--- src/rtl/imm_pkg.sv ---
// Shared types and constants for the integer matrix multiply block.
// Used by imm_cell, imm_feed and integer_matrix_multiply; no dependencies.
`timescale 1ns / 1ps

package imm_pkg;

   localparam int ELEM_W          = 32;   // element and result width
   localparam int PROD_W          = 64;   // full signed product width
   localparam int IDX_W           = 3;    // row and column field width
   localparam int SIZE_W          = 4;    // size register width
   localparam int MAX_DIM_DEFAULT = 8;
   localparam int CALC_W          = 8;    // scratch width for index compares
   localparam int ADDR_CALC_W     = 16;   // scratch width for row * dim + col

   localparam logic [SIZE_W-1:0] SIZE_RESET = 4'd8;

   localparam logic [1:0] CMD_LOAD_A  = 2'd0;
   localparam logic [1:0] CMD_LOAD_B  = 2'd1;
   localparam logic [1:0] CMD_COMPUTE = 2'd2;

   // Control that travels with one term down the cell chain.
   typedef struct packed {
      logic valid;
      logic first;
      logic last;
   } term_ctl_type;

   // One finished element of C.
   typedef struct packed {
      logic              wrapped;
      logic [ELEM_W-1:0] value;
   } res_type;

   // Write of one element of the right matrix.
   typedef struct packed {
      logic              en;
      logic [IDX_W-1:0]  row;
      logic [IDX_W-1:0]  col;
      logic [ELEM_W-1:0] data;
   } bwr_type;

endpackage

--- src/rtl/imm_cell.sv ---
// One multiply-accumulate cell of the chain: owns one column of B.
// Depends on imm_pkg.
`timescale 1ns / 1ps

module imm_cell
   import imm_pkg::*;
#(
   parameter int MAX_DIM = MAX_DIM_DEFAULT
) (
   input  logic                     clock,
   input  logic                     reset,
   input  term_ctl_type             in_ctl,
   input  logic [((MAX_DIM > 1) ? $clog2(MAX_DIM) : 1)-1:0] in_k,
   input  logic signed [ELEM_W-1:0] in_a,
   output term_ctl_type             out_ctl,
   output logic [((MAX_DIM > 1) ? $clog2(MAX_DIM) : 1)-1:0] out_k,
   output logic signed [ELEM_W-1:0] out_a,
   input  logic                     b_wr_en,
   input  logic [((MAX_DIM > 1) ? $clog2(MAX_DIM) : 1)-1:0] b_wr_addr,
   input  logic [ELEM_W-1:0]        b_wr_data,
   output logic                     acc_done,
   input  logic                     capture,
   input  logic                     shift,
   input  res_type                  res_in,
   output res_type                  res_out
);

   localparam int K_W   = (MAX_DIM > 1) ? $clog2(MAX_DIM) : 1;
   localparam int ACC_W = PROD_W + $clog2(MAX_DIM);

   logic [ELEM_W-1:0]        b_mem [0:MAX_DIM-1];
   logic signed [ELEM_W-1:0] b_rd_ff;
   term_ctl_type             s1_ctl_ff;
   logic [K_W-1:0]           s1_k_ff;
   logic signed [ELEM_W-1:0] s1_a_ff;
   term_ctl_type             s2_ctl_ff;
   logic signed [PROD_W-1:0] prod_ff;
   logic signed [ACC_W-1:0]  acc_ff;
   logic                     done_ff;
   res_type                  res_ff;
   logic                     fits;

   always_ff @(posedge clock) begin
      if (b_wr_en) begin
         b_mem[b_wr_addr] <= b_wr_data;
      end
      b_rd_ff <= b_mem[in_k];
   end

   always_ff @(posedge clock) begin
      if (reset) begin
         s1_ctl_ff <= '0;
         s2_ctl_ff <= '0;
         done_ff   <= 1'b0;
      end else begin
         s1_ctl_ff <= in_ctl;
         s2_ctl_ff <= s1_ctl_ff;
         done_ff   <= s2_ctl_ff.valid & s2_ctl_ff.last;
      end
   end

   always_ff @(posedge clock) begin
      s1_k_ff <= in_k;
      s1_a_ff <= in_a;
      prod_ff <= PROD_W'(s1_a_ff) * PROD_W'(b_rd_ff);
      if (s2_ctl_ff.valid) begin
         if (s2_ctl_ff.first) begin
            acc_ff <= ACC_W'(prod_ff);
         end else begin
            acc_ff <= acc_ff + ACC_W'(prod_ff);
         end
      end
   end

   // The sum fits 32 signed bits when every bit from 31 upward agrees.
   assign fits = (&acc_ff[ACC_W-1:ELEM_W-1]) | ~(|acc_ff[ACC_W-1:ELEM_W-1]);

   always_ff @(posedge clock) begin
      if (capture) begin
         res_ff.wrapped <= ~fits;
         res_ff.value   <= acc_ff[ELEM_W-1:0];
      end else if (shift) begin
         res_ff <= res_in;
      end
   end

   assign out_ctl  = s1_ctl_ff;
   assign out_k    = s1_k_ff;
   assign out_a    = s1_a_ff;
   assign acc_done = done_ff;
   assign res_out  = res_ff;

endmodule

--- config.mk ---
export PLATFORM = sky130hd
export DESIGN_NAME = imm_cell
export DESIGN_NICKNAME = d
export VERILOG_FILES = /design/src/rtl/imm_pkg.sv /design/src/rtl/imm_cell.sv
export SDC_FILE = /design/constraint.sdc
export NUM_CORES = 2
export LEC_CHECK = 0
export ABC_AREA = 1
export BUFFER_PORTS_ARGS = -buffer_cell sky130_fd_sc_hd__buf_2
export CORE_MARGIN = 2
export CORE_UTILIZATION = 55
export CTS_BUF_LIST = sky130_fd_sc_hd__clkbuf_16
export DETAILED_ROUTE_END_ITERATION = 7
export PLACE_DENSITY = 0.72
export RECOVER_POWER = 25
export SKIP_CTS_REPAIR_TIMING = 1
export SYNTH_ARGS = -nofsm -noshare
export SYNTH_HDL_FRONTEND = slang
export SYNTH_SLANG_ARGS = --single-unit
--- constraint.sdc ---
create_clock -name clock -period 19.4 [get_ports clock]
set_clock_uncertainty 0.05 [all_clocks]
set_input_delay 3.88 -clock clock [delete_from_list [all_inputs] [get_ports clock]]
set_output_delay 3.88 -clock clock [all_outputs]
set_load 0.01 [all_outputs]
### Yosys cells after proc, flatten, opt, wreduce, memory -nomap -nowiden

Memory sizes are Yosys's and may differ from the RTL's. A register that Yosys moved wholly into a read port is not among the register bits.
Index checks and enable logic that the tools add are counted.
Widths: inputs -> output; s select.

| storage, ports and cells | value |
|---|---|
| register bits after elaboration | 206 |
| latch bits | 0 |
| RAM bits | 256 |
| ROM bits | 0 |
| bits of input ports | 111 |
| output and inout bits | 72 |
| logic and storage cells | 28 |
| memories | 1 |

Memories:

| memory | words | bits a word | read ports | clocked after memory_dff | write ports | RTL line | RTL |
|---|---|---|---|---|---|---|---|
| b_mem | 8 | 32 | 1 | 1 | 1 | imm_cell.sv:31 | `logic [ELEM_W-1:0] b_mem [0:MAX_DIM-1];` |

| cells by class | value |
|---|---|
| add/sub/neg operators | 1 |
| $mul | 1 |
| div/mod/pow operators | 0 |
| order comparisons | 0 |
| equal/unequal tests | 0 |
| shift operators | 0 |
| muxes and demuxes | 5 |
| bitwise logic cells | 4 |
| reduce and logical (&&, ||, !) cells | 3 |

Operators by type and width:

| cell | number |
|---|---|
| $add 67x64->67 | 1 |
| $mux 67 | 1 |
| $mux 33 | 2 |
| $mul 32x32->64 | 1 |
| $reduce_and 36->1 | 1 |
| $reduce_or 36->1 | 1 |
| $mux 1 | 2 |
| $not 1->1 | 2 |
| $reduce_bool 2->1 | 1 |
| $and 1x1->1 | 1 |
| $or 1x1->1 | 1 |

### Logic depth before layout (Yosys ltp)

| logic depth | value |
|---|---|
| depth after elaboration | 5 |
| mapped depth | 30 |
| mapped depth without buffers | 29 |

### Least setup slack after synthesis

OpenSTA, ideal clock, no wires.

| timing | value |
|---|---|
| kind | register to register |
| from | reg s1_a_ff[31] (netlist: out_a[31]) |
| to | reg prod_ff[54] |
| setup time | 113 ps |
| arrival time | 7109 ps |
| data required time | 19237 ps |
| path slack | 12128 ps |
| stages on the path, launching flop included | 28 |
| buffers on the path | 1 |
| period minus slack after synthesis | 7272 ps |
| cell sequence | dfxtp_1 clkbuf_1 nand2_1 inv_1 fa_1 inv_1 fa_1 fa_1 inv_1 fa_1 inv_1 fa_1 inv_1 fa_1 inv_1 fa_1 fa_1 inv_1 ha_1 nand2_1 nor2_1 inv_1 nor2_2 inv_1 nor4_1 nand2_1 nand4_1 nand2_1 |

| on the way | value |
|---|---|
| cells in the longest elaborated chain, start to end | 1 |

Ends and longest elaborated chain:

| element | RTL line | RTL |
|---|---|---|
| from (decl) | imm_cell.sv:35 | `logic signed [ELEM_W-1:0] s1_a_ff;` |
| from (signal assigned) | imm_cell.sv:64 | `s1_a_ff <= in_a;` |
| $mul 32x32->64 | imm_cell.sv:65 | `prod_ff <= PROD_W'(s1_a_ff) * PROD_W'(b_rd_ff);` |
| to (signal assigned) | imm_cell.sv:65 |  |
| to (decl) | imm_cell.sv:37 | `logic signed [PROD_W-1:0] prod_ff;` |

Every way passes these cells.
A chain may end at the register's enable or synchronous reset.

### Worst setup path in the final report

| timing | value |
|---|---|
| from | reg s1_a_ff[0] (netlist: out_a[0]) |
| to | reg prod_ff[54] |

Same word-level chain as after synthesis.

==> metrics.txt <==
Post-synth ARST share 0; Most used DFF post-synth edfxtp_1; DRC Markers 0; vias after detailed routing 47,058; max_cap viols 3; violated checks capacitance limit, slew limit; Core Footprint 109,000 um2; GRT Overall Usage 0.313; Post-synth EDFFs 356; CP Launch Point out_a[0]; Synth warnings 0; IO Port Bufs 182; IO Pins 183; synthesized area 60,400 um2; cell taking the most area after synthesis fa_1; crit end category flop; Final Hold Viols 0; Max Root-Sink Buffers 3; adder-cell area share of the yosys netlist 0.411; post-synthesis net count 8,663; top cells by area, synth fa_1 36%, edfxtp_1 18%, nand2_1 12%; Synth Area in Compound Gates 0.0485; Starting Density 0.555; Relative slew margins -1.89; Syn Inst Count 7,219; CTS tree yes; die height 335 um; #FFs+latches synth 494; Slew Viols, Final 160; Final setup viols 0; CP required 19,960 ps; die area 113,000 um2; crit path DAT 8820 ps; Nets 8,720; main combinational cell family by area after synthesis adder cells; Post-Synth Simple-Gate Area 0.180; worst-skew pair later-pin latency 700 ps; Hold WC Path Type flop to flop; wire per inst 19.4 um; gr ovfl total 0; r2r startpoint out_a[0]; initial DRC count 3,922; FF-to-FF End prod_ff[54]; Critical Path Sink prod_ff[54]; most frequent cells in the layout 1,883 x nand2_1, 1,820 x inv_1, 1,083 x fa_1; top-area cell type share of the netlist area 0.359; die width 335 um; Clock transition at path regs 70 ps; fin crit period 8270 ps; CP max FO 32; Tcrit/Tclk final 0.426; Crit Path Category flop to flop; Antenna Nets Post-Route 0; post-synthesis cell type count 45; site row count 121; status finished with violations; TNS Setup 0 ps; Detailed Place HPWL 133 mm; CTS buffer count 55; H-tree depth 2; Avg Cell Area, Syn 8.37 um2; vias in the first global route 49,772; Reg2Reg Setup Slack 11,130 ps; GP Congestion 1.01; startpoint types flop; Post-Synth XOR/XNOR Area 0.00899; Fill cells 9,605; first-pass GRT wire length 273 mm; Vias/cell 5.39; CTS Sinks 494; R2R cell count 24; TritonRoute pass-1 iters 6; initial antenna violation count 2; RSZ-0062 raised after global routing false; post-synthesis sequential area ratio 0.223; multiplexer share of the synthesized area 0; routed wire length 170 mm; layout cells sized above 1 0.0587; Slew @ Worst Pin 4330 ps; clock root buffer clkbuf_16; fmax 0.121 GHz; largest net degree at the start of global routing 93; Syn-to-layout area delta 6.78%; most common library cell in the layout ignoring fill and taps nand2_1
==> critical path, cell delays in order (launching register included) <==
cell,delay [ps]
dfxtp_1,430
clkbuf_1,1590
nand2_1,200
fa_1,500
fa_1,410
inv_1,80
fa_1,440
fa_1,420
fa_1,490
ha_1,210
fa_1,510
inv_1,50
fa_1,510
inv_1,80
ha_1,400
a21oi_1,330
o21ai_0,240
nor2_1,350
o21ai_2,210
nand2_1,110
nand2_1,210
nand2_1,160
nand3_1,70
nand2_1,70
nand2_1,40
==> cell usage after synthesis (all sizes together), types with 6 or more instances <==
master and number:
nand2 1897, inv 1819, fa 1083, nor2 542, edfxtp 356, ha 250
clkbuf 243, o21ai 231, a21oi 174, nand3 146, dfxtp 138, xor2 47
a31oi 40, nand4 35, o22ai 32, or2 29, o21bai 26, nand3b 22
nor4 21, nor3 18, buf 17, xnor2 15, a21o 13, o211ai 6
==> kinds of logic (layout without fill, tap and decap cells) <==
group	Yosys count	in the layout
xor+xnor	62	62
compound gates	533	533
fa+ha+maj	1333	1333
other cells	0	1
flops	494	494
buf+inv	2081	2184
simple gates	2716	2716
==> metrics by stage <==
stage / util / worst slack [ps] / instance area [um2] / hold slack [ps] / std cells
6_report: 0.593 / 11130 / 64500 / 363 / 8737
5_1_grt: 0.593 / 10760 / 64500 / 380 / 8737
4_1_cts: 0.593 / 11250 / 64500 / 364 / 8736
3_5_place_dp: 0.577 / 11300 / 62800 / 356 / 8633
3_3_place_gp: 0.577 / 11440 / 62800 / 347 / 8633
2_1_floorplan: - / 12130 / 60400 / 345 / 7219
==> cell type report <==
cell class / instances / area [um2] / area share
antenna: 1 / 2.50 / 0.0000388
tap: 1414 / 1770 / 0.0274
sequential: 494 / 13500 / 0.209
timing repair buffer: 260 / 1480 / 0.0229
inverter: 1821 / 6840 / 0.106
multi-input combinational: 4644 / 39200 / 0.607
clock inverter: 48 / 403 / 0.00625
clock buffer: 55 / 1380 / 0.0213
==> worst min-delay path by stage <==
stage	start	slack, ps	depth (start not counted)	endpoint
3_5_place_dp	s2_ctl_ff[0]	360	2	acc_done
5_1_grt	s2_ctl_ff[0]	380	2	acc_done
6_report	s2_ctl_ff[0]	360	2	acc_done
2_1_floorplan	s2_ctl_ff[0]	350	2	acc_done
4_1_cts	s2_ctl_ff[0]	360	2	acc_done
3_3_place_gp	s2_ctl_ff[0]	350	2	acc_done
==> registers in the layout (all words and copies together) (netlist names) <==
name and count:
s2_ctl_ff 3, res_out 33, prod_ff 64, b_mem 256, out_k 3, out_ctl 3
acc_done 1, b_rd_ff 32, out_a 32, acc_ff 67
==> metal layers <==
layer / global-route usage / part of all wire / vias to the layer above
li1: - / - / 21361
met1: 0.428 / 0.42 / 23294
met2: 0.516 / 0.47 / 2029
met3: 0.0411 / 0.076 / 372
met4: 0.114 / 0.038 / 2
met5: 0.00174 / 0.00029 / -
Power is left out: the tool's default activity adds up to more than one toggle a clock period on the data nets, which glitch-free logic cannot reach.
