--- config.mk ---
export PLATFORM = sky130hd
export DESIGN_NAME = imm_feed
export DESIGN_NICKNAME = d
export VERILOG_FILES = /design/src/rtl/imm_pkg.sv /design/src/rtl/imm_feed.sv
export SDC_FILE = /design/constraint.sdc
export NUM_CORES = 2
export LEC_CHECK = 0
export BUFFER_PORTS_ARGS = -buffer_cell sky130_fd_sc_hd__buf_2
export CAP_MARGIN = 20
export CORE_MARGIN = 2
export CORE_UTILIZATION = 35
export CTS_CLUSTER_DIAMETER = 80
export DETAILED_ROUTE_END_ITERATION = 8
export PLACE_DENSITY = 0.6
export SLEW_MARGIN = 20
export SYNTH_ARGS = -nofsm -noshare
export SYNTH_HDL_FRONTEND = slang
export SYNTH_SLANG_ARGS = --single-unit
--- constraint.sdc ---
create_clock -name clock -period 4.4 [get_ports clock]
set_input_delay 0.66 -clock clock [delete_from_list [all_inputs] [get_ports clock]]
set_output_delay 0.66 -clock clock [all_outputs]
set_load 0.005 [all_outputs]
--- src/rtl/imm_pkg.sv ---
// Shared types and constants for the integer matrix multiply block.
// Used by imm_cell, imm_feed and integer_matrix_multiply; no dependencies.
`timescale 1ns / 1ps

package imm_pkg;

   localparam int ELEM_W          = 32;   // element and result width
   localparam int PROD_W          = 64;   // full signed product width
   localparam int IDX_W           = 3;    // row and column field width
   localparam int SIZE_W          = 4;    // size register width
   localparam int MAX_DIM_DEFAULT = 8;
   localparam int CALC_W          = 8;    // scratch width for index compares
   localparam int ADDR_CALC_W     = 16;   // scratch width for row * dim + col

   localparam logic [SIZE_W-1:0] SIZE_RESET = 4'd8;

   localparam logic [1:0] CMD_LOAD_A  = 2'd0;
   localparam logic [1:0] CMD_LOAD_B  = 2'd1;
   localparam logic [1:0] CMD_COMPUTE = 2'd2;

   // Control that travels with one term down the cell chain.
   typedef struct packed {
      logic valid;
      logic first;
      logic last;
   } term_ctl_type;

   // One finished element of C.
   typedef struct packed {
      logic              wrapped;
      logic [ELEM_W-1:0] value;
   } res_type;

   // Write of one element of the right matrix.
   typedef struct packed {
      logic              en;
      logic [IDX_W-1:0]  row;
      logic [IDX_W-1:0]  col;
      logic [ELEM_W-1:0] data;
   } bwr_type;

endpackage

--- src/rtl/imm_feed.sv ---
// Command decoder and row sequencer: holds matrix A, streams one row into the chain.
// Depends on imm_pkg.
`timescale 1ns / 1ps

module imm_feed
   import imm_pkg::*;
#(
   parameter int MAX_DIM = MAX_DIM_DEFAULT
) (
   input  logic                     clock,
   input  logic                     reset,
   input  logic                     req_valid,
   output logic                     req_ready,
   input  logic [1:0]               req_command,
   input  logic [IDX_W-1:0]         req_row_index,
   input  logic [IDX_W-1:0]         req_col_index,
   input  logic signed [ELEM_W-1:0] req_element_value,
   input  logic [$clog2(MAX_DIM+1)-1:0] eff_size,
   input  logic                     out_busy,
   input  logic                     chain_done,
   output term_ctl_type             term_ctl,
   output logic [((MAX_DIM > 1) ? $clog2(MAX_DIM) : 1)-1:0] term_k,
   output logic signed [ELEM_W-1:0] term_a,
   output bwr_type                  b_wr,
   output logic                     cap,
   output logic [IDX_W-1:0]         cap_row,
   output logic [$clog2(MAX_DIM+1)-1:0] cap_n
);

   localparam int K_W    = (MAX_DIM > 1) ? $clog2(MAX_DIM) : 1;
   localparam int DIM_W  = $clog2(MAX_DIM + 1);
   localparam int DEPTH  = MAX_DIM * MAX_DIM;
   localparam int ADDR_W = (DEPTH > 1) ? $clog2(DEPTH) : 1;

   typedef enum logic [1:0] {
      ST_IDLE,
      ST_FEED,
      ST_FLUSH,
      ST_HOLD
   } state_type;

   state_type                state_ff;
   logic [IDX_W-1:0]         row_ff;
   logic [DIM_W-1:0]         n_ff;
   logic [K_W-1:0]           k_ff;
   term_ctl_type             rd_ctl_ff;
   logic [K_W-1:0]           rd_k_ff;
   logic cap_ff;
   logic [ELEM_W-1:0]        a_mem [0:DEPTH-1];
   logic signed [ELEM_W-1:0] a_rd_ff;

   logic                   accept;
   logic                   in_store;
   logic                   start;
   logic                   a_wr_en;
   logic                   k_last;
   logic [ADDR_CALC_W-1:0] wr_calc;
   logic [ADDR_CALC_W-1:0] rd_calc;

   assign req_ready = (state_ff == ST_IDLE);
   assign accept    = req_valid & req_ready;
   assign in_store  = (CALC_W'(req_row_index) < CALC_W'(MAX_DIM)) &&
                      (CALC_W'(req_col_index) < CALC_W'(MAX_DIM));
   assign wr_calc   = ADDR_CALC_W'(req_row_index) * ADDR_CALC_W'(MAX_DIM) +
                      ADDR_CALC_W'(req_col_index);
   assign rd_calc   = ADDR_CALC_W'(row_ff) * ADDR_CALC_W'(MAX_DIM) + ADDR_CALC_W'(k_ff);
   assign a_wr_en   = accept && (req_command == CMD_LOAD_A) && in_store;
   assign start     = accept && (req_command == CMD_COMPUTE) &&
                      (CALC_W'(req_row_index) < CALC_W'(eff_size));
   assign k_last    = (CALC_W'(k_ff) == (CALC_W'(n_ff) - CALC_W'(1)));

   always_comb begin
      b_wr.en   = accept && (req_command == CMD_LOAD_B) && in_store;
      b_wr.row  = req_row_index;
      b_wr.col  = req_col_index;
      b_wr.data = req_element_value;
   end

   always_ff @(posedge clock) begin
      if (a_wr_en) begin
         a_mem[wr_calc[ADDR_W-1:0]] <= req_element_value;
      end
      a_rd_ff <= a_mem[rd_calc[ADDR_W-1:0]];
   end

   always_ff @(posedge clock) begin
      if (reset) begin
         state_ff  <= ST_IDLE;
         rd_ctl_ff <= '0;
         cap_ff    <= 1'b0;
      end else begin
         rd_ctl_ff.valid <= (state_ff == ST_FEED);
         rd_ctl_ff.first <= (k_ff == '0);
         rd_ctl_ff.last  <= k_last;
         rd_k_ff         <= k_ff;
         cap_ff          <= 1'b0;
         case (state_ff)
            ST_IDLE: begin
               if (start) begin
                  row_ff   <= req_row_index;
                  n_ff     <= eff_size;
                  k_ff     <= '0;
                  state_ff <= ST_FEED;
               end
            end
            ST_FEED: begin
               k_ff <= k_ff + K_W'(1);
               if (k_last) begin
                  state_ff <= ST_FLUSH;
               end
            end
            ST_FLUSH: begin
               if (chain_done) begin
                  state_ff <= ST_HOLD;
               end
            end
            ST_HOLD: begin
               if (!out_busy) begin
                  cap_ff   <= 1'b1;
                  state_ff <= ST_IDLE;
               end
            end
            default: begin
               state_ff <= ST_IDLE;
            end
         endcase
      end
   end

   assign term_ctl = rd_ctl_ff;
   assign term_k   = rd_k_ff;
   assign term_a   = a_rd_ff;
   assign cap      = cap_ff;
   assign cap_row  = row_ff;
   assign cap_n    = n_ff;

endmodule

* Word-level counts from Yosys, hierarchy flattened
Memories as Yosys holds them, arrays and structs flattened. A register that Yosys moved wholly into a read port is not among the register bits.
Index checks and enable logic that the tools add are counted.
** Storage, ports and cells
- Bits in registers :: 19
- Bits in writable memories :: 2048
- Output and inout bits :: 86
- Word-level logic and storage cells :: 50
- Memories kept :: 1
** Memories
- a_mem :: words 64, bits a word 32, rd ports 1, clocked after Yosys merged registers in 1, wr ports 1, line imm_feed.sv:49 : logic [ELEM_W-1:0] a_mem [0:DEPTH-1];
** Operators by class
- Add/subtract/negate cells :: 4
- Order comparisons :: 1
- Eq/ne operators :: 10
- Multiplexer cells :: 10
- Bitwise logic cells :: 3
- Reductions and logical operators :: 12
** Operator list (count)
- 6-bit by 3-bit adder with 6-bit output :: 2
- 3-bit by 8-bit equality test with 1-bit output :: 1
- 2-bit two-way mux :: 4
- 2-bit case mux with 4 select lines :: 1
- 2-bit equality test, second input constant :: 3
- 2-bit inequality test, second input constant :: 3
- 3-bit case mux with 2 select lines :: 1
- 3-bit AND reduction :: 2
- 4-bit by 1-bit subtractor with 5-bit output, second input constant :: 1
- 2-bit by 1-bit equality test with 1-bit output, second input constant :: 2
- 1-bit logical AND :: 4
- 2-bit logical NOT :: 2
- 3-bit by 4-bit less-than comparator with 1-bit output :: 1
- 4-bit AND reduction :: 1
- 3-bit by 1-bit adder with 3-bit output, second input constant :: 1
- 3-bit logical NOT :: 1
- 1-bit two-way mux :: 3
- 3-bit two-way mux :: 1
- 2-bit by 1-bit inequality test with 1-bit output, second input constant :: 1
- 1-bit inverter :: 2
- 2-bit nonzero test :: 1
- 2-bit OR reduction :: 1
- 1-bit bitwise AND :: 1

* Longest topological paths before layout
- Word-level depth :: 6
- Depth in mapped cells :: 9
- Mapped depth without buffers :: 8

* Worst setup path before layout
OpenSTA, ideal clock, no wires.
- Path kind :: in2reg
- From :: input req_valid
- To :: memory a_mem[31][0] (enable)
- Setup time :: 421 ps
- Arrival :: 2912 ps
- Slack :: 1067 ps
- Stages :: 4
- Buffers on the path :: 0
- Path through :: nand2_1 nor4b_1 nand3_1 nor2_1
** Between the ends
- Cells in the longest elaborated chain, start to end :: 4
** RTL lines
- start, declared :: line imm_feed.sv:12 : input logic req_valid,
- 1-bit bitwise AND :: line imm_feed.sv:61 : assign accept = req_valid & req_ready;
- 1-bit logical AND :: line imm_feed.sv:67 : assign a_wr_en = accept && (req_command == CMD_LOAD_A) && in_store;
- 1-bit two-way mux :: line imm_feed.sv:80 : if (a_wr_en) begin
- 1-bit two-way mux (implied by the code) :: line imm_feed.sv:81 : a_mem[wr_calc[ADDR_W-1:0]] <= req_element_value;
- end, declared :: line imm_feed.sv:49
Every way passes these cells.

* Final worst setup path
- From :: register state_ff[0]
- To :: memory a_mem[52][6] (enable)
** Between the ends
- Cells in the longest elaborated chain, start to end :: 5
** RTL lines
- start, declared :: line imm_feed.sv:42 : state_type state_ff;
- start signal, assigned :: line imm_feed.sv:88 : state_ff <= ST_IDLE;
- start signal, assigned :: line imm_feed.sv:103 : state_ff <= ST_FEED;
- start signal, assigned :: line imm_feed.sv:109 : state_ff <= ST_FLUSH;
- 2-bit logical NOT :: line imm_feed.sv:60 : assign req_ready = (state_ff == ST_IDLE);
- 1-bit bitwise AND :: line imm_feed.sv:61
- 1-bit logical AND :: line imm_feed.sv:67
- 1-bit two-way mux :: line imm_feed.sv:80
- 1-bit two-way mux (implied by the code) :: line imm_feed.sv:81
Every way passes these cells.

==> results.ini <==
[clock_tree]
clockRootBuffer = clkbuf_16
clk_latency_ns = 0.87
clockBufferDepth = 3
ctsResizeCount = 0
holdBufCountCts = 4
cts_tree = built
htreeDepth = 4
cts_sinks = 2099
path_clk_slew_ns = 0.06
postCtsSetupBuffers = 0
cts_buffers = 206

[worst_setup_path]
critPathMaxStageDelay_ns = 0.79
start_kind = register
critPathMaxFanout = 19
worstPathRequired_ns = 4.94
cp-end-kind = register
critPathKind = reg2reg
crit_chain = inv_1 > ha_1 > buf_4 > nand2_1 > nor4b_1 > nand2_1 > nor2_4 > buf_12
slowest_stage = nand2_1
critPathMostFrequentCell = nand2_1
cp.arrival_ns = 4.30

[floorplanning]
rows = 175
die_h_um = 481
core_mm2 = 0.227
boundaryPins = 135
die_width_um = 481
initial_utilization_pct = 35.1
dieArea_mm2 = 0.232

[synth]
synth_edf_count = 2061
async_flop_share_pct = 0
ys_seq_area_share_pct = 78.6
syn_area_mm2 = 0.0797
yosys_warnings = 0
ys_types = 45
syn_nets = 3538
syn_inst = 3479
synth_area_per_cell_um2 = 22.9
synth-seq-cells = 2099
synthFlopType = edfxtp_1

[sta]
post-route-period-util_pct = 85.5
tightest_slew_ns = 1.10
finalSetupViolations = 0
drv_slew = 0
tns_ns = 0
finalClockSkew_ns = 0.0665
rsz0062_at_grt = false
timing.fmax_mhz = 266
slew_headroom_pct = 26.5
timing.final.crit_period_ns = 3.76
hold_viol_final = 0

[worst_hold_path]
hp-class = in2reg

[cells_and_area]
final_layout_size_suffix_gt1_share_pct = 30.5
fin_nets = 3853
fin_util_pct = 40.6
syn_to_final_growth_pct = 15.5
fin_cells = 6985

[placed_design]
numPlacedInstances = 6591
port_buffers = 134
place_congestion = 0.833
dpl.hpwl_um = 127000

[route]
antenna_left = 0
dr.pass1.iters = 6
vias = 38400
drt-total-wl_um = 218000
drtIter0Drc = 5055
route.detailed.drc = 0
wl_per_cell_um = 31.2
via_per_inst = 5.50

[power_and_ir_drop]
leakagePower_nw = 28.6
power_switching_mw = 10.9
finalPower_mw = 45.1
clkPwrFrac_pct = 38.7
sw_frac_of_total_pct = 24.2
max-vdd-ir-drop_uv = 341
power_frac_comb_pct = 12.1
powerDensity_mw_per_mm2 = 490
p_seq_share_pct = 49.2
p_int_mw = 34.2

[grt]
grt_antenna_before_repair = 14
grt_pass1_wl_um = 304000
globalRouteTotalUtil_pct = 18.7
first_global_vias = 38900
globalRouteOverflowTotal = 0
grt_max_degree = 104

[run_status]
status = complete, no violations

[flow_run]
drv_cap = 0

[per-layer routing]
layer,up-vias,global-route usage [%],wire length (um)
met1,20900,25.1,86600
met3,318,2.85,15400
met5,-,0,35
met2,1673,30.9,108000
met4,4,6.98,8070
li1,15500,-,-
[synthesized netlist by cell type (5+ instances only)]
master    number  share of area [%]
and2_1        12              0.094
clkbuf_1      86               0.40
nor2b_1       15               0.12
buf_2         40               0.25
buf_1          9              0.042
edfxtp_1    2061                 78
o211a_1        7              0.088
o22ai_1       43               0.34
buf_6         10               0.14
a31oi_1       14               0.11
nand3b_1       5              0.047
o21ai_0       15              0.094
a21oi_1       42               0.26
nand2b_1      10              0.078
mux4_2       512                 14
ha_1          10               0.16
nand3_1        7              0.044
mux2i_1       82                1.0
nor2_1       101               0.48
buf_4         81               0.76
o221ai_1      32               0.35
nand2_1       50               0.24
a221oi_1      51               0.56
nor3_1        20               0.13
a22o_1        32               0.35
a211oi_1      24               0.23
dfxtp_1       38               0.95
inv_1         11              0.052
o21ai_1       24               0.15
[cells in the final DEF (no fill, tap or decap), types with 12 or more instances in the layout]
master,count
edfxtp_1,2061
bufinv_16,13
nand2_1,50
a211oi_1,24
mux2i_1,82
mux4_2,512
nor3_1,19
o22ai_1,43
nor2_1,36
a221oi_1,51
o21ai_1,24
clkinv_1,43
clkbuf_8,16
clkbuf_16,207
a31oi_1,14
buf_2,134
clkinv_16,12
clkbuf_1,55
dfxtp_1,38
buf_12,32
nor2b_1,13
a22o_1,32
o21ai_0,15
a21oi_1,42
clkinv_2,37
nor2_4,65
buf_4,163
o221ai_1,32
[critical path: cells and delay by family, from the launching register on]
kind                       cells  cell delay [ns]
DFF                            1             0.33
and+or+nand+nor                4             2.32
buffers and inverters          3             0.57
adders and majority gates      1             0.20
[cell type report]
cell class	instances	area, um^2
Antenna cell	1	2.50
Multi-Input combinational cell	1143	16300
Sequential cell	2099	62700
Fill cell	19800	135000
Inverter	11	42.5
Clock inverter	111	1180
Timing Repair Buffer	333	2570
Clock buffer	278	5610
Tap cell	3009	3760
[power by group through the flow]
stage	Combinational (mW)	Sequential [mW]	Clock (mW)
6_report	5.44	22.2	17.5
3_3_place_gp	5.49	22.6	0
2_1_floorplan	3.42	22.6	0
5_1_grt	5.75	22.2	18.5
4_1_cts	5.53	22.2	17.8
3_5_place_dp	5.52	22.6	0
[cells by family (layout without fill, tap and decap cells)]
| family | Yosys count | after routing | share of synthesized area [%] |
|---|---|---|---|
| fa+ha+maj | 10 | 10 | 0.157 |
| other cells | 0 | 1 | 0 |
| simple gates | 240 | 240 | 1.39 |
| flops | 2099 | 2099 | 78.6 |
| buf+inv | 237 | 733 | 1.65 |
| xor+xnor | 5 | 5 | 0.0549 |
| mux | 594 | 594 | 15.5 |
| compound gates | 294 | 294 | 2.66 |
[sequential cells by signal, indices dropped and copies added (netlist names)]
register and flops:
a_mem 2048, k_ff 3, term_a 32, cap 1, cap_row 3, state_ff 2
term_ctl 3, term_k 3, cap_n 4
[worst paths after layout]
kind	cells past startpoint	to	slack, ns	start
max	8	a_mem[52][6]	0.64	state_ff[0]
min	2	cap	0.23	reset
min reg2reg	2	state_ff[1]	0.58	state_ff[1]
max reg2reg	8	a_mem[52][6]	0.64	state_ff[0]
[metrics by stage]
step | hold slack [ns] | worst slack, ns | instance area [um^2]
2_1_floorplan | 0.421 | 1.07 | 79700
3_3_place_gp | 0.542 | 0.662 | 85300
3_5_place_dp | 0.560 | 0.667 | 85300
4_1_cts | 0.172 | 0.656 | 92100
5_1_grt | 0.183 | 0.391 | 92100
6_report | 0.235 | 0.636 | 92100
(Power assumes the default switching activity.)
